--- src/rtl/lsc_pkg.sv ---
// Shared constants for the line-scan track center and steering block.
// No dependencies; imported by line_scan_track_center_steering.
package lsc_pkg;

  localparam int LINE_LENGTH_DEF = 128;

  // window and steering map limits
  localparam int RUN_SPAN    = 2;
  localparam int CENTER_LOW  = 33;
  localparam int CENTER_HIGH = 96;
  localparam int MAP_SPAN    = CENTER_HIGH - CENTER_LOW;

  // x / 63 as (x * RECIP) >> RECIP_SHIFT, low by at most one for x < 2**22
  localparam int RECIP       = 4161;
  localparam int RECIP_SHIFT = 18;
  localparam int PROD_W      = 22;

  localparam logic [15:0] THRESHOLD_RST  = 16'd32768;
  localparam logic [15:0] LEFT_CODE_RST  = 16'd16384;
  localparam logic [15:0] RIGHT_CODE_RST = 16'd49152;

  localparam int ADDR_W = 4;

  typedef enum logic [1:0] {
    REG_THRESHOLD  = 2'd0,
    REG_LEFT_CODE  = 2'd1,
    REG_RIGHT_CODE = 2'd2,
    REG_NONE       = 2'd3
  } reg_index_t;

endpackage

--- src/rtl/line_scan_track_center_steering.sv ---
// Line-scan edge search, track center and servo steering map.
// Depends on lsc_pkg (limits, reciprocal constant, register map).
//
//  channel | direction | handshake           | word
//  --------+-----------+---------------------+------------------------------------
//  input   | in        | in_valid / in_stall | pixel, last_pixel
//  output  | out       | out_valid/out_stall | center, steering, right_found,
//          |           |                     | left_found
//  config  | in        | APB psel/penable    | line_threshold, left/right codes
//
// One pixel is taken every cycle unless in_stall is high; the edge search
// updates at the accepting edge. A marked pixel enters a five-register result
// pipeline (capture, center, product, reciprocal multiply, output), and its
// result moves through these registers in that order.
// Reset clears the scan state and the pipeline valid bits and loads the
// register reset values.
// A stalled output backs up the pipeline; the input stalls only when all five
// result registers are full.
module line_scan_track_center_steering
  import lsc_pkg::*;
#(
  parameter int LINE_LENGTH = LINE_LENGTH_DEF
) (
  input  logic              clk,
  input  logic              rst,
  input  logic              in_valid,
  output logic              in_stall,
  input  logic [15:0]       pixel,
  input  logic              last_pixel,
  output logic              out_valid,
  input  logic              out_stall,
  output logic [6:0]        center,
  output logic [15:0]       steering,
  output logic              right_found,
  output logic              left_found,
  input  logic              psel,
  input  logic              penable,
  input  logic              pwrite,
  input  logic [ADDR_W-1:0] paddr,
  input  logic [31:0]       pwdata,
  output logic [31:0]       prdata,
  output logic              pready
);

  localparam int IW = $clog2(LINE_LENGTH);
  localparam int EW = (IW > 7) ? IW : 7;
  localparam int MW = $clog2(MAP_SPAN + 1);

  typedef enum logic [1:0] {
    SEEK_BRIGHT,
    SEEK_DARK,
    DONE
  } phase_t;

  // ---------------- configuration ----------------
  logic [15:0] line_threshold;
  logic [15:0] left_code;
  logic [15:0] right_code;
  reg_index_t  cfg_sel;

  assign pready  = 1'b1;
  assign cfg_sel = reg_index_t'(paddr[3:2]);

  always_ff @(posedge clk) begin
    if (rst) begin
      line_threshold <= THRESHOLD_RST;
      left_code      <= LEFT_CODE_RST;
      right_code     <= RIGHT_CODE_RST;
    end else if (psel && penable && pwrite && pready) begin
      case (cfg_sel)
        REG_THRESHOLD:  line_threshold <= pwdata[15:0];
        REG_LEFT_CODE:  left_code      <= pwdata[15:0];
        REG_RIGHT_CODE: right_code     <= pwdata[15:0];
        default: ;
      endcase
    end
  end

  always_comb begin
    case (cfg_sel)
      REG_THRESHOLD:  prdata = {16'd0, line_threshold};
      REG_LEFT_CODE:  prdata = {16'd0, left_code};
      REG_RIGHT_CODE: prdata = {16'd0, right_code};
      default:        prdata = 32'd0;
    endcase
  end

  // ---------------- pipeline handshake ----------------
  logic v0, v1, v2, v3;
  logic rdy0, rdy1, rdy2, rdy3, rdy4;
  logic in_take;

  assign rdy4     = !out_valid || !out_stall;
  assign rdy3     = !v3 || rdy4;
  assign rdy2     = !v2 || rdy3;
  assign rdy1     = !v1 || rdy2;
  assign rdy0     = !v0 || rdy1;
  assign in_stall = !rdy0;
  assign in_take  = in_valid && !in_stall;

  // ---------------- edge search ----------------
  logic [15:0]   older_sample, newer_sample;
  logic [IW-1:0] pixel_index;
  logic [IW-1:0] right_edge, left_edge;
  phase_t        scan_phase;
  logic          in_window, all_above, all_below;

  assign in_window = (pixel_index >= IW'(RUN_SPAN)) &&
                     (pixel_index <= IW'(LINE_LENGTH - 2));
  assign all_above = (older_sample > line_threshold) && (newer_sample > line_threshold) &&
                     (pixel > line_threshold);
  assign all_below = (older_sample < line_threshold) && (newer_sample < line_threshold) &&
                     (pixel < line_threshold);

  // capture stage
  logic [IW-1:0] cap_right, cap_left;
  logic          cap_rf, cap_lf;

  always_ff @(posedge clk) begin
    if (rst) begin
      older_sample <= '0;
      newer_sample <= '0;
      pixel_index  <= '0;
      right_edge   <= '0;
      left_edge    <= '0;
      scan_phase   <= SEEK_BRIGHT;
      v0           <= 1'b0;
    end else begin
      if (v0 && rdy1) v0 <= 1'b0;
      if (in_take) begin
        if (last_pixel) begin
          cap_right    <= right_edge;
          cap_left     <= left_edge;
          cap_rf       <= (scan_phase != SEEK_BRIGHT);
          cap_lf       <= (scan_phase == DONE);
          v0           <= 1'b1;
          older_sample <= '0;
          newer_sample <= '0;
          pixel_index  <= '0;
          right_edge   <= '0;
          left_edge    <= '0;
          scan_phase   <= SEEK_BRIGHT;
        end else begin
          if (in_window) begin
            case (scan_phase)
              SEEK_BRIGHT: if (all_above) begin
                right_edge <= pixel_index;
                scan_phase <= SEEK_DARK;
              end
              SEEK_DARK: if (all_below) begin
                left_edge  <= pixel_index - IW'(RUN_SPAN);
                scan_phase <= DONE;
              end
              default: ;
            endcase
          end
          older_sample <= newer_sample;
          newer_sample <= pixel;
          if (pixel_index < IW'(LINE_LENGTH - 1)) pixel_index <= pixel_index + 1'b1;
        end
      end
    end
  end

  // ---------------- stage 1: center, map index ----------------
  logic signed [IW:0] diff, half;
  logic [IW-1:0]      center_calc;
  logic               lo_calc, hi_calc;

  assign diff        = $signed({1'b0, cap_left}) - $signed({1'b0, cap_right});
  // truncate toward zero: bias negative values up by one before the shift
  assign half        = (diff + $signed({{IW{1'b0}}, diff[IW]})) >>> 1;
  assign center_calc = IW'($signed({1'b0, cap_right}) + half);
  assign lo_calc     = (32'(center_calc) < CENTER_LOW);
  assign hi_calc     = (32'(center_calc) > CENTER_HIGH);

  logic [IW-1:0] c1;
  logic          lo1, hi1, neg1, rf1, lf1;
  logic [MW-1:0] m1;
  logic [15:0]   mag1;

  always_ff @(posedge clk) begin
    if (rst) begin
      v1 <= 1'b0;
    end else if (rdy1) begin
      v1 <= v0;
    end
    if (rdy1 && v0) begin
      c1   <= center_calc;
      lo1  <= lo_calc;
      hi1  <= hi_calc;
      m1   <= (lo_calc || hi_calc) ? '0 : MW'(CENTER_HIGH - 32'(center_calc));
      neg1 <= (right_code < left_code);
      mag1 <= (right_code < left_code) ? (left_code - right_code)
                                        : (right_code - left_code);
      rf1  <= cap_rf;
      lf1  <= cap_lf;
    end
  end

  // ---------------- stage 2: span times map index ----------------
  logic [IW-1:0]     c2;
  logic              lo2, hi2, neg2, rf2, lf2;
  logic [PROD_W-1:0] x2;

  always_ff @(posedge clk) begin
    if (rst) begin
      v2 <= 1'b0;
    end else if (rdy2) begin
      v2 <= v1;
    end
    if (rdy2 && v1) begin
      c2   <= c1;
      lo2  <= lo1;
      hi2  <= hi1;
      neg2 <= neg1;
      rf2  <= rf1;
      lf2  <= lf1;
      x2   <= PROD_W'(mag1 * m1);
    end
  end

  // ---------------- stage 3: reciprocal multiply ----------------
  localparam int RW = $clog2(RECIP + 1);

  logic [PROD_W+RW-1:0] recip_prod;
  logic [IW-1:0]        c3;
  logic                 lo3, hi3, neg3, rf3, lf3;
  logic [PROD_W-1:0]    x3;
  logic [15:0]          q3;

  assign recip_prod = x2 * RW'(RECIP);

  always_ff @(posedge clk) begin
    if (rst) begin
      v3 <= 1'b0;
    end else if (rdy3) begin
      v3 <= v2;
    end
    if (rdy3 && v2) begin
      c3   <= c2;
      lo3  <= lo2;
      hi3  <= hi2;
      neg3 <= neg2;
      rf3  <= rf2;
      lf3  <= lf2;
      x3   <= x2;
      q3   <= 16'(recip_prod >> RECIP_SHIFT);
    end
  end

  // ---------------- stage 4: correct quotient, apply to left code, clamp, select ----------------
  logic [PROD_W-1:0]  rem3;
  logic [16:0]        q_fix;
  logic signed [18:0] val;
  logic [15:0]        steer_mid;
  logic [EW-1:0]      c_ext;

  assign rem3  = x3 - PROD_W'((q3 << 6) - q3);
  assign q_fix = {1'b0, q3} + {16'd0, (rem3 >= PROD_W'(MAP_SPAN))};
  assign val   = neg3 ? ($signed({3'b000, left_code}) - $signed({2'b00, q_fix}))
                      : ($signed({3'b000, left_code}) + $signed({2'b00, q_fix}));
  assign c_ext = EW'(c3);

  always_comb begin
    if (val < 0) steer_mid = 16'd0;
    else if (val > 19'sd65535) steer_mid = 16'hFFFF;
    else steer_mid = val[15:0];
  end

  always_ff @(posedge clk) begin
    if (rst) begin
      out_valid <= 1'b0;
    end else if (rdy4) begin
      out_valid <= v3;
    end
    if (rdy4 && v3) begin
      center      <= c_ext[6:0];
      steering    <= lo3 ? right_code : (hi3 ? left_code : steer_mid);
      right_found <= rf3;
      left_found  <= lf3;
    end
  end

  // ---------------- assertions ----------------
  a_right_after_window : assert property (@(posedge clk) disable iff (rst)
    (scan_phase != SEEK_BRIGHT) |-> (right_edge >= IW'(RUN_SPAN)))
    else $error("right edge below first window end");

  a_left_not_before_right : assert property (@(posedge clk) disable iff (rst)
    (scan_phase == DONE) |-> ({1'b0, left_edge} + 1'b1 >= {1'b0, right_edge}))
    else $error("left edge lies before right edge");

  a_quotient_close : assert property (@(posedge clk) disable iff (rst)
    v3 |-> (rem3 < PROD_W'(2 * MAP_SPAN)))
    else $error("reciprocal quotient off by more than one");

  a_stall_only_full : assert property (@(posedge clk) disable iff (rst)
    in_stall |-> (v0 && v1 && v2 && v3 && out_valid && out_stall))
    else $error("input stalled with room in the result pipeline");

  a_result_from_pipe : assert property (@(posedge clk) disable iff (rst)
    $rose(out_valid) |-> $past(v3))
    else $error("result appeared without a pipeline entry");

endmodule

--- config.mk ---
export PLATFORM = sky130hd
export DESIGN_NAME = line_scan_track_center_steering
export DESIGN_NICKNAME = d
export VERILOG_FILES = /design/src/rtl/lsc_pkg.sv /design/src/rtl/line_scan_track_center_steering.sv
export SDC_FILE = /design/constraint.sdc
export NUM_CORES = 1
export LEC_CHECK = 0
export BUFFER_PORTS_ARGS = -buffer_cell sky130_fd_sc_hd__buf_2
export CAP_MARGIN = 40
export CORE_ASPECT_RATIO = 0.75
export CORE_MARGIN = 10
export CORE_UTILIZATION = 60
export DETAILED_ROUTE_END_ITERATION = 8
export PLACE_DENSITY = 0.89
export SYNTH_ARGS = -nofsm -noshare
export SYNTH_HDL_FRONTEND = slang
export SYNTH_SLANG_ARGS = --single-unit
--- constraint.sdc ---
create_clock -name clk -period 11.2 [get_ports clk]
set_input_delay 3.36 -clock clk [delete_from_list [all_inputs] [get_ports clk]]
set_output_delay 3.36 -clock clk [all_outputs]
set_load 0.1 [all_outputs]
==> flow_summary.yaml <==
setup_path:
  crit_required_ps: 7840
  r2r_start: "q3[1]"
  worstPathBufferInverterCount: 3
  cp-start-kind: "input port"
  path_delay_family: "buffers and inverters"
  reg2reg_to: "steering[9]"
  critical_path_class: "in -> out"
  critPathMaxStageDelay_ps: 650
  cp.depth: 6
  worst_r2r_path_depth: 24
  worst_path_most_repeated_cell: "buf_2"
  arrival_ps: 5310
  crit_slowest_cell: "nor2b_1"
  cp-end-kind: "output pin"
  crit_path_max_fanout: 22
  r2r_setup_slack_ps: 3080
  crit_chain: "buf_2 > nor2b_1 > buf_6 > nand2_1 > o21ai_0 > buf_2"
cts:
  path_clk_slew_ps: 70
  clk_path_buf_depth: 3
  cts-buffers-inserted: 28
  clkLatencyLatePin_ps: 570
  cts_tree: "yes"
  holdBufCountCts: 0
  cts_root_buffer: "clkbuf_16"
  cts_resized: 0
  post_cts.repair.setup_buffers: 0
  clock-sinks: 267
  h-tree-depth: 1
drt:
  postRouteAntennaNets: 0
  routed_wl_mm: 55.66
  drc: 0
  drt_iter0_drc: 1751
  vias: 17500
  viasPerCell: 6.097
  wl_per_cell_um: 19.39
  dr.pass1.iters: 7
timing:
  hold_viol_final: 0
  finalSetupTns_ps: 0
  rsz0062_at_grt: "no"
  fmax_mhz: 115.3
  finalSetupViolCount: 0
  min_period_ps: 8671
  clock_skew_ps: 23.36
  maxSlewHeadroom: 0.3539
  worst_pin_slew_ps: 969.1
  finalCritPeriodShare: 0.7742
  whs_ps: 416.5
  slew_violations: 0
floorplan:
  rows: 59
  ioPinCount: 120
  die-area_um2: 43080
  start_util: 0.6071
  core_um2: 34700
  die_w_um: 236.3
  die_height_um: 182.3
global_routing:
  grt_max_degree: 52
  grt_pass1_wl_mm: 90.33
  antenna_found_initial: 1
  overflow: 0
  first_global_vias: 17270
  grt_usage: 0.2529
synth:
  syn_inst: 2333
  async_flop_share: 0
  seq_area_frac_synth: 0.3293
  syn_avg_cell_area_um2: 9.028
  synthTopCellsByArea: "edfxtp_1 (23%), ha_1 (16%), dfxtp_1 (10%)"
  synth_ff_type: "edfxtp_1"
  synth_seq_cells: 267
  yosysWarnings: 0
  yosysTopAreaCell: "edfxtp_1"
  syn_area_um2: 21060
  synth_edf_count: 159
  ys_types: 75
  synth.top_cell.area_share: 0.2267
worst_hold_path:
  min_path_type: "reg -> reg"
  hold_depth: 0
  hp-start: "lo2"
  hold_path_end: "lo3"
placed_design:
  place_area_um2: 21910
  place_congestion: 0.9959
  io_buffers: 84
  hpwl_mm: 42.84
finish:
  syn_to_final_growth_pct: 8.340
  drive_gt1_frac: 0.07095
  final_area_um2: 22820
  nets: 2797
power:
  ir_drop_v: 0.0001139
  finalPower_uw: 2917
  powerDensity_nw_per_um2: 127.8
  total_leakage_power_uw: 0.01016
status:
  outcome: "finished, final reports clean"
flow_run:
  maxCapViolations: 0
## metal layers
| metal | track usage | vias up | routed length (µm) |
|---|---|---|---|
| met5 | 0 | - | 0 |
| met4 | 0.06865 | 0 | 1600 |
| met3 | 0.05973 | 138 | 5769 |
| met2 | 0.4040 | 912 | 25080 |
| met1 | 0.3378 | 8326 | 23210 |
| li1 | - | 8123 | - |
## kinds of logic (layout without fill, tap and decap cells)
logic type | Yosys count | in the layout | synth area share
AND/OR/NAND/NOR | 691 | 691 | 0.1519
AO/OA/AOI/OAI | 509 | 509 | 0.1502
buffers and inverters | 371 | 433 | 0.06962
adder cells (fa/ha/maj) | 349 | 349 | 0.2365
flip-flops | 267 | 267 | 0.3293
XOR/XNOR | 112 | 112 | 0.04657
multiplexers | 32 | 32 | 0.01550
other | 2 | 20 | 0.0003566
## metrics by stage
stage / worst slack (ps) / cells / util
finish: 2529 / 2870 / 0.6577
global route: 2462 / 2868 / 0.6576
CTS: 2627 / 2867 / 0.6575
detailed placement: 2634 / 2815 / 0.6314
global placement: 2333 / 2810 / 0.6290
floorplan: 1366 / 2348 / -
## sequential cells by signal, summed over array words and instances, names as in the netlist, 16 cells and up
| register | flops |
|---|---|
| x2 | 22 |
| x3 | 22 |
| left_code | 16 |
| line_threshold | 16 |
| mag1 | 16 |
| newer_sample | 16 |
| older_sample | 16 |
| q3 | 16 |
| right_code | 16 |
| steering | 16 |
## final cells by class
type                       count  area (µm²)
antenna                        3       7.507
tap                          457       571.8
clock inverter                 9       52.55
clock buffer                  43       853.3
multi-input combinational   1710       12760
sequential                   267        6937
inverter                     281        1055
fill                        2679       11880
timing repair buffer         100       584.3
## power by group
group | switching, µW | internal, µW | total [µW]
sequential | 36.1 | 1100 | 1140
combinational | 515 | 337 | 852
clock | 403 | 526 | 929
## worst max-delay path by stage
stage               startpoint          to  slack, ps
floorplan             paddr[2]  prdata[10]       1370
global placement      paddr[2]   prdata[5]       2330
detailed placement    paddr[2]   prdata[5]       2630
CTS                   paddr[2]   prdata[5]       2630
global route          paddr[3]   prdata[5]       2460
finish                paddr[2]   prdata[5]       2530
## placed cells by master (no fill, tap or decap), types with 6 or more instances in the layout
master,instances
a211oi_1,25
a21o_1,32
a21oi_1,196
a31oi_1,12
and2_1,43
and3_1,38
buf_2,84
buf_4,12
clkbuf_1,9
clkbuf_16,32
clkinv_2,7
conb_1,17
dfxtp_1,108
edfxtp_1,159
fa_1,82
ha_1,267
inv_1,281
mux2i_1,27
nand2_1,265
nand2b_1,17
nand3_1,34
nand4_1,23
nor2_1,170
nor2b_1,26
nor3_1,29
nor3b_1,8
nor4_1,6
o211ai_1,21
o21a_1,13
o21ai_0,101
o21bai_1,23
o22ai_1,6
o2bb2ai_1,9
o31ai_1,6
o32ai_1,6
or3_1,9
xnor2_1,75
xor2_1,37
## cell usage after synthesis (6+ instances only)
| master | count |
|---|---|
| nand2_1 | 265 |
| o21bai_1 | 23 |
| o21ai_0 | 101 |
| nor4_1 | 6 |
| nor2b_1 | 27 |
| a21o_1 | 32 |
| a211oi_1 | 25 |
| clkbuf_1 | 68 |
| inv_1 | 281 |
| o22ai_1 | 6 |
| or3_1 | 9 |
| o211ai_1 | 21 |
| nor3_1 | 29 |
| o21a_1 | 13 |
| ha_1 | 267 |
| a31oi_1 | 13 |
| nor2_1 | 170 |
| o2bb2ai_1 | 9 |
| nand3_1 | 34 |
| and2_1 | 43 |
| and3_1 | 38 |
| dfxtp_1 | 108 |
| nand2b_1 | 17 |
| edfxtp_1 | 159 |
| fa_1 | 82 |
| nand4_1 | 23 |
| nor3b_1 | 9 |
| o31ai_1 | 6 |
| xnor2_1 | 75 |
| a21oi_1 | 196 |
| o32ai_1 | 6 |
| xor2_1 | 37 |
| buf_4 | 17 |
| mux2i_1 | 27 |
Power figures use the tool's default switching activity.
